[src/sv/assert_macros.svh]
// Assertion macros used by the top-level RTL file of the one-time code generator.
// Each macro expects clk and rst_n in the scope where it is used.
`ifndef ASSERT_MACROS_SVH
`define ASSERT_MACROS_SVH

// Check that the consequent holds in the same cycle as the antecedent.
`define ASSERT_IMPLIES(label, ante, cons, msg) \
    label: assert property (@(posedge clk) disable iff (!rst_n) (ante) |-> (cons)) \
        else $error(msg);

// Check that the consequent holds in the cycle after the antecedent.
`define ASSERT_NEXT(label, ante, cons, msg) \
    label: assert property (@(posedge clk) disable iff (!rst_n) (ante) |=> (cons)) \
        else $error(msg);

// Check that an expression is never true.
`define ASSERT_NEVER(label, expr, msg) \
    label: assert property (@(posedge clk) disable iff (!rst_n) !(expr)) \
        else $error(msg);

`endif

[src/sv/totp_pkg.sv]
// Types, constants and helper functions of the one-time code generator.
// No dependencies; used by every module of the block.
package totp_pkg;

    typedef logic [159:0] hash_t;
    typedef logic [511:0] block_t;
    typedef logic [31:0]  word_t;

    // Configuration register indexes
    typedef enum logic [2:0] {
        REG_KEY_WORD_0 = 3'd0,
        REG_KEY_WORD_1 = 3'd1,
        REG_KEY_WORD_2 = 3'd2,
        REG_KEY_WORD_3 = 3'd3,
        REG_KEY_LENGTH = 3'd4
    } cfg_reg_t;

    // Top-level sequencer
    typedef enum logic [6:0] {
        ST_IDLE  = 7'b0000001,
        ST_STEP  = 7'b0000010,
        ST_DIVC  = 7'b0000100,
        ST_HASH  = 7'b0001000,
        ST_TRUNC = 7'b0010000,
        ST_DIVM  = 7'b0100000,
        ST_OUT   = 7'b1000000
    } seq_state_t;

    // SHA-1 compression engine
    typedef enum logic [2:0] {
        SHA_IDLE  = 3'b001,
        SHA_ROUND = 3'b010,
        SHA_FINAL = 3'b100
    } sha_state_t;

    localparam logic [63:0] STEP_US      = 64'd30000000;
    // seconds / 30 with seconds = us / 10^6 equals us / (30 * 10^6)
    localparam logic [63:0] PERIOD_US    = 64'd30000000;
    localparam logic [63:0] CODE_MOD     = 64'd100000000;
    localparam logic [30:0] CODE_MASK    = 31'h7fffffff;
    localparam logic [3:0]  TRUNC_MASK   = 4'h0f;
    localparam int          SHA_ROUNDS   = 80;
    localparam logic [63:0] INNER_BITS   = 64'd576;
    localparam logic [63:0] OUTER_BITS   = 64'd672;
    localparam logic [7:0]  IPAD         = 8'h36;
    localparam logic [7:0]  OPAD         = 8'h5c;
    localparam logic [7:0]  PAD_MARK     = 8'h80;

    // Constant division by reciprocal: q = ((n >> PRESHIFT) * RECIP) >> RSHIFT.
    // The divisors are 2^7 * 234375 and 2^8 * 390625; the shift after the
    // multiply is wide enough that the rounded-up reciprocal is exact for any
    // 64-bit time and any 31-bit truncated code.
    localparam int          PERIOD_PRESHIFT = 7;
    localparam int          PERIOD_RSHIFT   = 75;
    localparam int          CODE_PRESHIFT   = 8;
    localparam int          CODE_RSHIFT     = 42;
    localparam logic [63:0] PERIOD_RECIP    =
        64'(((128'd1 << PERIOD_RSHIFT) / {64'd0, PERIOD_US >> PERIOD_PRESHIFT}) + 128'd1);
    localparam logic [63:0] CODE_RECIP      =
        64'(((128'd1 << CODE_RSHIFT) / {64'd0, CODE_MOD >> CODE_PRESHIFT}) + 128'd1);

    localparam hash_t SHA_IV = {32'h67452301, 32'hEFCDAB89, 32'h98BADCFE,
                                32'h10325476, 32'hC3D2E1F0};

    localparam word_t K0 = 32'h5A827999;
    localparam word_t K1 = 32'h6ED9EBA1;
    localparam word_t K2 = 32'h8F1BBCDC;
    localparam word_t K3 = 32'hCA62C1D6;

    function automatic word_t rotl(input word_t x, input int n);
        rotl = (x << n) | (x >> (32 - n));
    endfunction

endpackage

[src/sv/totp_div.sv]
// Constant divider by reciprocal multiplication on one shared 32x32 multiplier,
// four partial products accumulated in turn. Depends on totp_pkg.
module totp_div
    import totp_pkg::*;
(
    input  logic        clk,
    input  logic        rst_n,
    input  logic        start,
    input  logic        code_mode,
    input  logic [63:0] dividend,
    output logic        done,
    output logic [63:0] quotient
);

    logic         busy_reg;
    logic         done_reg;
    logic [1:0]   part_reg;
    logic         mode_reg;
    logic [63:0]  num_reg;
    logic [63:0]  recip_reg;
    logic [127:0] acc_reg;
    logic [31:0]  mul_a, mul_b;
    logic [63:0]  prod;
    logic [127:0] prod_aligned;

    // Pick the limbs of this partial product and align it
    always_comb
    begin
        mul_a = part_reg[1] ? num_reg[63:32] : num_reg[31:0];
        mul_b = part_reg[0] ? recip_reg[63:32] : recip_reg[31:0];
        prod  = {32'd0, mul_a} * {32'd0, mul_b};
        case (part_reg)
            2'd0:    prod_aligned = {64'd0, prod};
            2'd3:    prod_aligned = {prod, 64'd0};
            default: prod_aligned = {32'd0, prod, 32'd0};
        endcase
    end

    // Control
    always_ff @(posedge clk or negedge rst_n)
    begin
        if (!rst_n)
        begin
            busy_reg <= 1'b0;
            done_reg <= 1'b0;
            part_reg <= '0;
        end
        else
        begin
            done_reg <= busy_reg && (part_reg == 2'd3);
            if (!busy_reg && start)
            begin
                busy_reg <= 1'b1;
                part_reg <= '0;
            end
            else if (busy_reg)
            begin
                part_reg <= part_reg + 2'd1;
                if (part_reg == 2'd3)
                    busy_reg <= 1'b0;
            end
        end
    end

    // Load operands, then accumulate one partial product per cycle
    always_ff @(posedge clk)
    begin
        if (!busy_reg && start)
        begin
            mode_reg  <= code_mode;
            num_reg   <= code_mode ? (dividend >> CODE_PRESHIFT)
                                   : (dividend >> PERIOD_PRESHIFT);
            recip_reg <= code_mode ? CODE_RECIP : PERIOD_RECIP;
            acc_reg   <= '0;
        end
        else if (busy_reg)
            acc_reg <= acc_reg + prod_aligned;
    end

    assign done     = done_reg;
    assign quotient = mode_reg ? 64'(acc_reg >> CODE_RSHIFT) : 64'(acc_reg >> PERIOD_RSHIFT);

endmodule

[config.mk]
export PLATFORM = sky130hd
export DESIGN_NAME = totp_div
export DESIGN_NICKNAME = d
export VERILOG_FILES = /design/src/sv/assert_macros.svh /design/src/sv/totp_pkg.sv /design/src/sv/totp_div.sv
export SDC_FILE = /design/constraint.sdc
export NUM_CORES = 2
export LEC_CHECK = 0
export BUFFER_PORTS_ARGS = -buffer_cell sky130_fd_sc_hd__buf_2
export CAP_MARGIN = 30
export CORE_MARGIN = 3
export CORE_UTILIZATION = 55
export CTS_CLUSTER_SIZE = 30
export DETAILED_ROUTE_END_ITERATION = 16
export GPL_TIMING_DRIVEN = 0
export PLACE_DENSITY_LB_ADDON = 0.3
export RECOVER_POWER = 50
export SKIP_CTS_REPAIR_TIMING = 1
export SLEW_MARGIN = 20
export SYNTH_ARGS = -nofsm -noshare
export SYNTH_HDL_FRONTEND = slang
export SYNTH_SLANG_ARGS = --single-unit
[constraint.sdc]
create_clock -name clk -period 20.6 [get_ports clk]
set_input_delay 2.06 -clock clk [delete_from_list [all_inputs] [get_ports clk]]
set_output_delay 2.06 -clock clk [all_outputs]
set_load 0.01 [all_outputs]
==> summary.md <==
| Metric | Value |
|---|---|
| Outcome | finished, violations left |
| Failing checks | capacitance limit, slew limit |
| Die height | 289 µm |
| Clk slew on worst S/H paths | 80 ps |
| Num CTS Buffers | 17 |
| Gpl congestion | 1.06 |
| Flop2flop setup slack | 4140 ps |
| Initial antenna violation count | 5 |
| Hold crit path type | register to register |
| Sequential area share after synthesis | 10.0% |
| Gr ovfl total | 0 |
| Core ar. | 79,300 µm² |
| PortBufs | 125 |
| Drt via density | 6.02 |
| Synth-to-Final Area Change | 6.24% |
| Worst Tran Pin Value | 1580 ps |
| Die area | 83,800 µm² |
| Register area | 4430 µm² |
| Multi-input gate area | 35,100 µm² |
| Avg Inst Size Synth | 8.91 µm² |
| First-pass GRT wire length | 236,000 µm |
| Ys Warns | 0 |
| Share of the synthesized area in the top cell type | 33.8% |
| CP Launch Type | register |
| Clock Skew | 26.9 ps |
| CTS Sinks | 191 |
| Vias in the first global route | 37.3k |
| Cell mode on critical path | fa_1 |
| Clock latency on the worst-skew pair | 520 ps |
| Root Buffer | clkbuf_16 |
| Dpl ws | 5160 ps |
| Post-Syn Instances | 4,961 |
| Global Route Usage Sum | 38.8% |
| CP max FO | 10 |
| Asr flop ratio synth | 2.09% |
| Slowest stage cell, crit path | a2111oi_1 |
| Initial core utilization | 55.8% |
| EDFF count, synth | 59 |
| Filler cells | 7,116 |
| Setup_tns | 0 ps |
| Fin crit period | 16,460 ps |
| Ys flop type | dfxtp_1 |
| Drt first pass iters | 9 |
| Type of the worst setup path | register to register |
| Post-route DRC violation count | 0 |
| Layout cells sized above 1 | 5.74% |
| Leading post-synthesis cells by cell area | fa_1 (34%), ha_1 (14%), inv_1 (9.2%) |
| FMAX | 0.0608 GHz |
| Placed instance count | 6,151 |
| Mapped Area | 44,200 µm² |
| Post-Syn Nets | 6,271 |
| Final HPWL DP | 140,000 µm |
| TritonCTS clock tree | built |
| Final period utilization | 79.9% |
| CP peak stage delay | 930 ps |
| NumNets Final | 6,440 |
| Slew headroom | -5.27% |
| Max reg flops | 128 |
| Worst Setup Slack, final | 4140 ps |
| CP endpoint kind | register |
| Die Wd | 289 µm |
| Post-synth cell types | 92 |
| Fin. max-slew vios | 30 |
| Post-Route WL | 160,000 µm |
| WP data arrival | 16,860 ps |
| H-Tree Level Count | 4 |
| Critical Path RT | 21,000 ps |
| Final setup fails | 0 |
| Max Cap Viol | 1 |
| Number of synthesized register bits | 191 |
| Hold Fails Final Rpt | 0 |
| Antenna viol nets, final | 0 |
| Vias | 37.3k |
| Worst-case clock buffer depth | 2 |
| RSZ-0062 raised after global routing | false |
| Cell Rows | 103 |
| Initial DRC count | 4,334 |
| Per-cell routed wire length | 25.8 µm |
| Post-Layout Cell Count | 6,195 |
| Cell accounting for the most synthesized area | fa_1 |
| Io pins | 133 |
| Pin count of the biggest net entering global routing | 30 |
==> logic make-up (layout without fill, tap and decap cells) <==
| kind of cell | Yosys count | in the layout | share of synthesized area [%] |
|---|---|---|---|
| adder cells (fa/ha/maj) | 1250 | 1250 | 48.0 |
| buffers and inverters | 1249 | 1431 | 10.6 |
| AND/OR/NAND/NOR | 1003 | 1003 | 10.3 |
| AO/OA/AOI/OAI | 930 | 930 | 13.7 |
| XOR/XNOR | 201 | 201 | 3.98 |
| flip-flops | 191 | 191 | 10.0 |
| multiplexers | 137 | 137 | 3.41 |
| other | 0 | 2 | 0 |
==> layout by cell type (no fill, tap or decap), types with 30 or more instances in the layout <==
master / synthesis / final
buf_2: 10 / 108
o21bai_1: 53 / 53
nor3_1: 35 / 34
o21a_1: 30 / 30
nand4_1: 59 / 59
xor2_1: 82 / 82
o21ai_0: 238 / 237
fa_1: 746 / 746
edfxtp_1: 59 / 59
nor2_1: 254 / 252
xnor2_1: 119 / 119
mux2_2: 109 / 92
a22o_1: 52 / 52
a21oi_1: 227 / 227
ha_1: 496 / 496
and2_1: 75 / 74
nand3_1: 38 / 38
inv_1: 1089 / 1089
dfxtp_1: 128 / 128
clkbuf_1: 137 / 177
nand2_1: 426 / 426
a21o_1: 132 / 132
==> critical path, delay by kind of cell (launching register included) <==
family | cells | cell delay [ps]
adders and majority gates | 10 | 5050
DFF | 1 | 480
muxes | 1 | 460
and+or+nand+nor | 11 | 3000
xor gates and xnor gates | 2 | 600
AOI/OAI and AO/OA | 11 | 4070
buffers and inverters | 8 | 2640
==> per-layer routing <==
layer	vias to the layer above	global-route usage (%)	routed length, µm
met2	2137	57.1	67600
li1	16326	-	-
met5	-	0	44
met1	18394	53.1	64900
met4	6	20.1	9610
met3	432	9.62	17500
==> metrics by stage <==
stage	util (%)	hold slack (ps)	cell area (µm²)
6_report	59.3	467	47000
5_1_grt	59.2	489	47000
4_1_cts	59.3	472	47000
3_5_place_dp	58.5	454	46400
3_3_place_gp	58.2	441	46100
2_1_floorplan	-	432	44200
==> Yosys cell counts (75+ instances only) <==
cell type,instances
nor2_1,254
clkbuf_1,137
xnor2_1,119
dfxtp_1,128
mux2_2,109
fa_1,746
ha_1,496
xor2_1,82
nand2_1,426
a21o_1,132
inv_1,1089
o21ai_0,238
a21oi_1,227
and2_1,75
==> cell type report <==
| class | count | area share (%) |
|---|---|---|
| Antenna cell | 2 | 0.0107 |
| Tap cell | 1050 | 2.80 |
| Buffer | 159 | 1.30 |
| Timing Repair Buffer | 150 | 1.71 |
| Clock buffer | 17 | 0.906 |
| Clock inverter | 15 | 0.373 |
| Multi-Input combinational cell | 3521 | 74.8 |
| Inverter | 1090 | 8.71 |
| Sequential cell | 191 | 9.44 |
==> final timing paths <==
path                             start      endpoint  cells past startpoint
max                        part_reg[1]  acc_reg[125]                     43
min                        acc_reg[24]   acc_reg[24]                      2
max reg2reg                part_reg[1]  acc_reg[125]                     43
min reg2reg                acc_reg[24]   acc_reg[24]                      2
max in group asynchronous        rst_n   part_reg[1]                      1
min in group asynchronous        rst_n          done                      1
Power is not shown: default switching activity piles up to over one toggle a cycle in this logic, so the estimate is an artifact.
