--- src/sv/assert_macros.svh ---
// Assertion macros used by the top-level RTL file of the one-time code generator.
// Each macro expects clk and rst_n in the scope where it is used.
`ifndef ASSERT_MACROS_SVH
`define ASSERT_MACROS_SVH

// Check that the consequent holds in the same cycle as the antecedent.
`define ASSERT_IMPLIES(label, ante, cons, msg) \
    label: assert property (@(posedge clk) disable iff (!rst_n) (ante) |-> (cons)) \
        else $error(msg);

// Check that the consequent holds in the cycle after the antecedent.
`define ASSERT_NEXT(label, ante, cons, msg) \
    label: assert property (@(posedge clk) disable iff (!rst_n) (ante) |=> (cons)) \
        else $error(msg);

// Check that an expression is never true.
`define ASSERT_NEVER(label, expr, msg) \
    label: assert property (@(posedge clk) disable iff (!rst_n) !(expr)) \
        else $error(msg);

`endif

--- src/sv/totp_pkg.sv ---
// Types, constants and helper functions of the one-time code generator.
// No dependencies; used by every module of the block.
package totp_pkg;

    typedef logic [159:0] hash_t;
    typedef logic [511:0] block_t;
    typedef logic [31:0]  word_t;

    // Configuration register indexes
    typedef enum logic [2:0] {
        REG_KEY_WORD_0 = 3'd0,
        REG_KEY_WORD_1 = 3'd1,
        REG_KEY_WORD_2 = 3'd2,
        REG_KEY_WORD_3 = 3'd3,
        REG_KEY_LENGTH = 3'd4
    } cfg_reg_t;

    // Top-level sequencer
    typedef enum logic [6:0] {
        ST_IDLE  = 7'b0000001,
        ST_STEP  = 7'b0000010,
        ST_DIVC  = 7'b0000100,
        ST_HASH  = 7'b0001000,
        ST_TRUNC = 7'b0010000,
        ST_DIVM  = 7'b0100000,
        ST_OUT   = 7'b1000000
    } seq_state_t;

    // SHA-1 compression engine
    typedef enum logic [2:0] {
        SHA_IDLE  = 3'b001,
        SHA_ROUND = 3'b010,
        SHA_FINAL = 3'b100
    } sha_state_t;

    localparam logic [63:0] STEP_US      = 64'd30000000;
    // seconds / 30 with seconds = us / 10^6 equals us / (30 * 10^6)
    localparam logic [63:0] PERIOD_US    = 64'd30000000;
    localparam logic [63:0] CODE_MOD     = 64'd100000000;
    localparam logic [30:0] CODE_MASK    = 31'h7fffffff;
    localparam logic [3:0]  TRUNC_MASK   = 4'h0f;
    localparam int          SHA_ROUNDS   = 80;
    localparam logic [63:0] INNER_BITS   = 64'd576;
    localparam logic [63:0] OUTER_BITS   = 64'd672;
    localparam logic [7:0]  IPAD         = 8'h36;
    localparam logic [7:0]  OPAD         = 8'h5c;
    localparam logic [7:0]  PAD_MARK     = 8'h80;

    // Constant division by reciprocal: q = ((n >> PRESHIFT) * RECIP) >> RSHIFT.
    // The divisors are 2^7 * 234375 and 2^8 * 390625; the shift after the
    // multiply is wide enough that the rounded-up reciprocal is exact for any
    // 64-bit time and any 31-bit truncated code.
    localparam int          PERIOD_PRESHIFT = 7;
    localparam int          PERIOD_RSHIFT   = 75;
    localparam int          CODE_PRESHIFT   = 8;
    localparam int          CODE_RSHIFT     = 42;
    localparam logic [63:0] PERIOD_RECIP    =
        64'(((128'd1 << PERIOD_RSHIFT) / {64'd0, PERIOD_US >> PERIOD_PRESHIFT}) + 128'd1);
    localparam logic [63:0] CODE_RECIP      =
        64'(((128'd1 << CODE_RSHIFT) / {64'd0, CODE_MOD >> CODE_PRESHIFT}) + 128'd1);

    localparam hash_t SHA_IV = {32'h67452301, 32'hEFCDAB89, 32'h98BADCFE,
                                32'h10325476, 32'hC3D2E1F0};

    localparam word_t K0 = 32'h5A827999;
    localparam word_t K1 = 32'h6ED9EBA1;
    localparam word_t K2 = 32'h8F1BBCDC;
    localparam word_t K3 = 32'hCA62C1D6;

    function automatic word_t rotl(input word_t x, input int n);
        rotl = (x << n) | (x >> (32 - n));
    endfunction

endpackage

--- src/sv/totp_sha1.sv ---
// Iterative SHA-1 compression: one round per cycle, rolling 16-word schedule.
// Depends on totp_pkg.
module totp_sha1
    import totp_pkg::*;
(
    input  logic   clk,
    input  logic   rst_n,
    input  logic   start,
    input  hash_t  h_in,
    input  block_t blk,
    output logic   done,
    output hash_t  h_out
);

    sha_state_t state_reg, state_next;
    logic [6:0] round_reg;
    hash_t      h_in_reg;
    word_t      a_reg, b_reg, c_reg, d_reg, e_reg;
    word_t      w_reg [16];
    logic       done_reg;
    hash_t      h_out_reg;

    word_t f_val, k_val, t_val, w_new;

    // Round function and schedule expansion
    always_comb
    begin
        if (round_reg < 7'd20)
        begin
            f_val = (b_reg & c_reg) | (~b_reg & d_reg);
            k_val = K0;
        end
        else if (round_reg < 7'd40)
        begin
            f_val = b_reg ^ c_reg ^ d_reg;
            k_val = K1;
        end
        else if (round_reg < 7'd60)
        begin
            f_val = (b_reg & c_reg) | (b_reg & d_reg) | (c_reg & d_reg);
            k_val = K2;
        end
        else
        begin
            f_val = b_reg ^ c_reg ^ d_reg;
            k_val = K3;
        end
        t_val = rotl(a_reg, 5) + f_val + e_reg + k_val + w_reg[0];
        w_new = rotl(w_reg[13] ^ w_reg[8] ^ w_reg[2] ^ w_reg[0], 1);
    end

    always_comb
    begin
        state_next = state_reg;
        case (state_reg)
            SHA_IDLE:  if (start) state_next = SHA_ROUND;
            SHA_ROUND: if (round_reg == 7'(SHA_ROUNDS - 1)) state_next = SHA_FINAL;
            SHA_FINAL: state_next = SHA_IDLE;
            default:   state_next = SHA_IDLE;
        endcase
    end

    // Control
    always_ff @(posedge clk or negedge rst_n)
    begin
        if (!rst_n)
        begin
            state_reg <= SHA_IDLE;
            round_reg <= '0;
            done_reg  <= 1'b0;
        end
        else
        begin
            state_reg <= state_next;
            done_reg  <= (state_reg == SHA_FINAL);
            if (state_reg == SHA_IDLE)
                round_reg <= '0;
            else if (state_reg == SHA_ROUND)
                round_reg <= round_reg + 7'd1;
        end
    end

    // Datapath: load, run rounds, add chaining value
    always_ff @(posedge clk)
    begin
        if (state_reg == SHA_IDLE && start)
        begin
            h_in_reg <= h_in;
            {a_reg, b_reg, c_reg, d_reg, e_reg} <= h_in;
            for (int j = 0; j < 16; j++)
                w_reg[j] <= blk[511 - 32 * j -: 32];
        end
        else if (state_reg == SHA_ROUND)
        begin
            a_reg <= t_val;
            b_reg <= a_reg;
            c_reg <= rotl(b_reg, 30);
            d_reg <= c_reg;
            e_reg <= d_reg;
            for (int j = 0; j < 15; j++)
                w_reg[j] <= w_reg[j + 1];
            w_reg[15] <= w_new;
        end
        else if (state_reg == SHA_FINAL)
        begin
            h_out_reg <= {h_in_reg[159:128] + a_reg, h_in_reg[127:96] + b_reg,
                          h_in_reg[95:64] + c_reg, h_in_reg[63:32] + d_reg,
                          h_in_reg[31:0] + e_reg};
        end
    end

    assign done  = done_reg;
    assign h_out = h_out_reg;

endmodule

--- config.mk ---
export PLATFORM = sky130hd
export DESIGN_NAME = totp_sha1
export DESIGN_NICKNAME = d
export VERILOG_FILES = /design/src/sv/assert_macros.svh /design/src/sv/totp_pkg.sv /design/src/sv/totp_sha1.sv
export SDC_FILE = /design/constraint.sdc
export NUM_CORES = 2
export LEC_CHECK = 0
export BUFFER_PORTS_ARGS = -buffer_cell sky130_fd_sc_hd__buf_4
export CORE_ASPECT_RATIO = 0.9
export CORE_MARGIN = 2
export CORE_UTILIZATION = 35
export CTS_CLUSTER_SIZE = 12
export DETAILED_ROUTE_END_ITERATION = 8
export GPL_TIMING_DRIVEN = 0
export PLACE_DENSITY = 0.51
export SYNTH_ARGS = -nofsm -noshare
export SYNTH_HDL_FRONTEND = slang
export SYNTH_SLANG_ARGS = --single-unit
--- constraint.sdc ---
create_clock -name clk -period 16.7 [get_ports clk]
set_input_delay 0.835 -clock clk [delete_from_list [all_inputs] [get_ports clk]]
set_output_delay 0.835 -clock clk [all_outputs]
set_load 0.1 [all_outputs]
==> results.yml <==
synth:
  synth_edf_count: 992
  synth_compound_area_frac: 0.07542
  synth_top_cell_area_share: 0.5666
  syn_inst: 4978
  synthTopCellsByArea: "edfxtp_1, nand2_1, ha_1, fa_1, xnor2_1"
  synth_xor_area_frac: 0.04348
  ys.flop_type: "edfxtp_1"
  synth-simple-area-share: 0.1790
  muxShareOfSynthArea: 0.001714
  yosysWarnings: 0
  yosys.area.top_type: "edfxtp_1"
  synth_top_family_by_area: "simple AND/OR/NAND/NOR gates"
  synth_fa_ha_area_frac: 0.1002
  async_flop_share: 0.01097
  postSynthAreaPerCell_um2: 10.56
  syn-cell-area_um2: 52570
  seq_area_frac_synth: 0.5719
  ys_ff_latch: 1003
  ys_types: 82
  syn-num-nets: 5999
critical_path:
  critPathArrivalTime_ns: 8.74
  end_kind: "flip-flop"
  startpoint_type: "flip-flop"
  r2r_cells: 22
  crit_required_ns: 17.27
  criticalPathCategory: "flip-flop to flip-flop"
  cp_max_fo: 11
sta:
  finalHoldViolations: 0
  tns_ns: 0
  maxSlewHeadroom: 0.1571
  setup_slack_ns: 8.534
  fin_skew_ns: 0.03867
  finalCritPeriodShare: 0.4890
  max_freq_ghz: 0.1225
  tightest_slew_ns: 1.264
  setup_violations: 0
  rsz0062_at_grt: "no"
  drv_slew: 0
  period_needed_ns: 8.166
run:
  cap_violations: 0
layout:
  fin_area_um2: 65450
  largest_register_ffs: 512
  final_cell_mix: "nand2_1, edfxtp_1, buf_4, ha_1, inv_1"
  multi_input_area_um2: 21020
  final_cells: 8036
  drive_gt1_frac: 0.1756
  layout.nets: 6974
  post-route-util: 0.4401
  syn2layout_area_growth_pct: 24.48
  mostFrequentLayoutCell: "nand2_1"
  register_area_um2: 30070
  fill_cells: 14397
die:
  fp.dieW_um: 412.5
  initial_core_util: 0.3535
  io_pins: 836
  die_h_um: 371.7
  dieArea_um2: 153300
  num_rows: 134
  coreArea_um2: 148700
routing:
  drtPass1Iterations: 5
  drtAntennaViolNets: 0
  avgRoutedWirePerCell_um: 25.13
  routed_wl_um: 202000
  vias: 39930
  drc_errors: 0
  drtIter0Drc: 3259
  via_per_inst: 4.969
grt:
  grt_antenna_before_repair: 43
  grt_max_degree: 120
  grt_util_all_layers: 0.2588
  grt_overflow_total: 0
  grt_pass1_wl_um: 281100
  grt_pass1_vias: 40490
clock_network:
  clock_path_buffers: 3
  path_clk_slew_ns: 0.07
  cts_root_buf: "clkbuf_16"
  ctsHtreeMaxLevel: 3
  clock_latency_ns: 0.76
  cts_setup_buffers: 0
  tritoncts: "done"
  cts.sinks: 1003
  cts-buffers-inserted: 114
placement:
  io_buffer_count: 835
  dpl.cell_count: 7808
  gp_congestion: 0.9391
  place_hpwl_um: 163800
  placed_cell_area_um2: 61720
  pre_cts_ws_ns: 8.453
power_and_ir_drop:
  peakVddDrop_uv: 180.5
  p_leak_uw: 0.02799
  power.density_nw_per_um2: 265.0
outcome:
  outcome: "complete, no violations"
hold_path:
  hold_path_depth: 1
  hp-class: "primary input to flip-flop"
-- cell families (layout without fill, tap and decap cells) --
| logic type | after synthesis | count (layout) |
|---|---|---|
| compound gates | 607 | 607 |
| xor+xnor | 261 | 261 |
| fa+ha+maj | 346 | 346 |
| buf+inv | 396 | 1465 |
| flops | 1003 | 1003 |
| mux | 9 | 9 |
| other cells | 0 | 17 |
| simple gates | 2356 | 2356 |
-- metal layers --
metal	vias up	wire [um]	track usage
met5	-	279	0
met1	19372	79950	0.3128
met3	293	13040	0.05403
met2	1282	102000	0.4578
li1	18939	-	-
met4	44	6687	0.08422
-- per-stage QoR --
| stage | hold slack [ns] | total power (uW) |
|---|---|---|
| after detailed placement | 0.4917 | 14880 |
| after CTS | 0.2146 | 17470 |
| after global routing | 0.2318 | 18740 |
| after global placement | 0.4886 | 15100 |
| final | 0.2774 | 17340 |
| after floorplan | 0.4824 | 12050 |
-- where the power goes --
group	total, uW	switching (uW)	internal [uW]
Clock	2520	1100	1430
Combinational	9680	5900	3770
Sequential	5150	689	4460
Total	17300	7690	9650
-- layout make-up --
cell class	count	area share
Buffer	174	0.01011
Antenna cell	17	0.0006500
Inverter	222	0.01296
Multi-Input combinational cell	3579	0.3212
Timing Repair Buffer	859	0.1019
Sequential cell	1003	0.4594
Clock buffer	138	0.04497
Tap cell	1972	0.03770
Clock inverter	72	0.01109
-- worst paths after layout --
check,start,slack [ns],endpoint
worst max-delay path,round_reg[4],8.53,a_reg[28]
worst min register to register,w_reg[0][182],0.50,w_reg[0][150]
worst max register to register,round_reg[4],8.53,a_reg[28]
min in group asynchronous,rst_n,0.59,round_reg[6]
worst min-delay path,h_in[101],0.28,h_in_reg[101]
max in group asynchronous,rst_n,15.88,state_reg[0]
-- synthesized netlist by cell type (all sizes together) (35+ instances only) --
master  count
nand2    1940
edfxtp    992
inv       222
ha        221
xnor2     209
nor2      177
o21ai     168
clkbuf    167
a21oi     159
fa        125
a21o       74
nor2b      61
xor2       52
o21a       36
nand3      35
-- what timing repair did --
item                                   in CTS  in global routing
hold buffers                                1                  0
resized for setup                           0                  0
endpoints found under the hold margin      10                  0
-- worst max-delay path, cell delays in order, from the launching register on --
cell	delay, ns
dfrtp_1	0.35
clkbuf_1	0.18
a41oi_1	0.68
nand2_1	0.71
nand2_1	0.71
clkbuf_1	0.89
nor2_1	0.09
nor2_1	0.24
fa_1	0.49
fa_1	0.50
inv_1	0.06
fa_1	0.48
inv_1	0.05
ha_1	0.33
o21ai_1	0.10
o211ai_1	0.29
a41oi_2	0.24
o21ai_2	0.37
a311oi_2	0.21
o21ai_1	0.28
a21oi_1	0.12
or4b_1	0.47
nand3_1	0.13
Note: power is estimated with default switching activity, not from simulation.
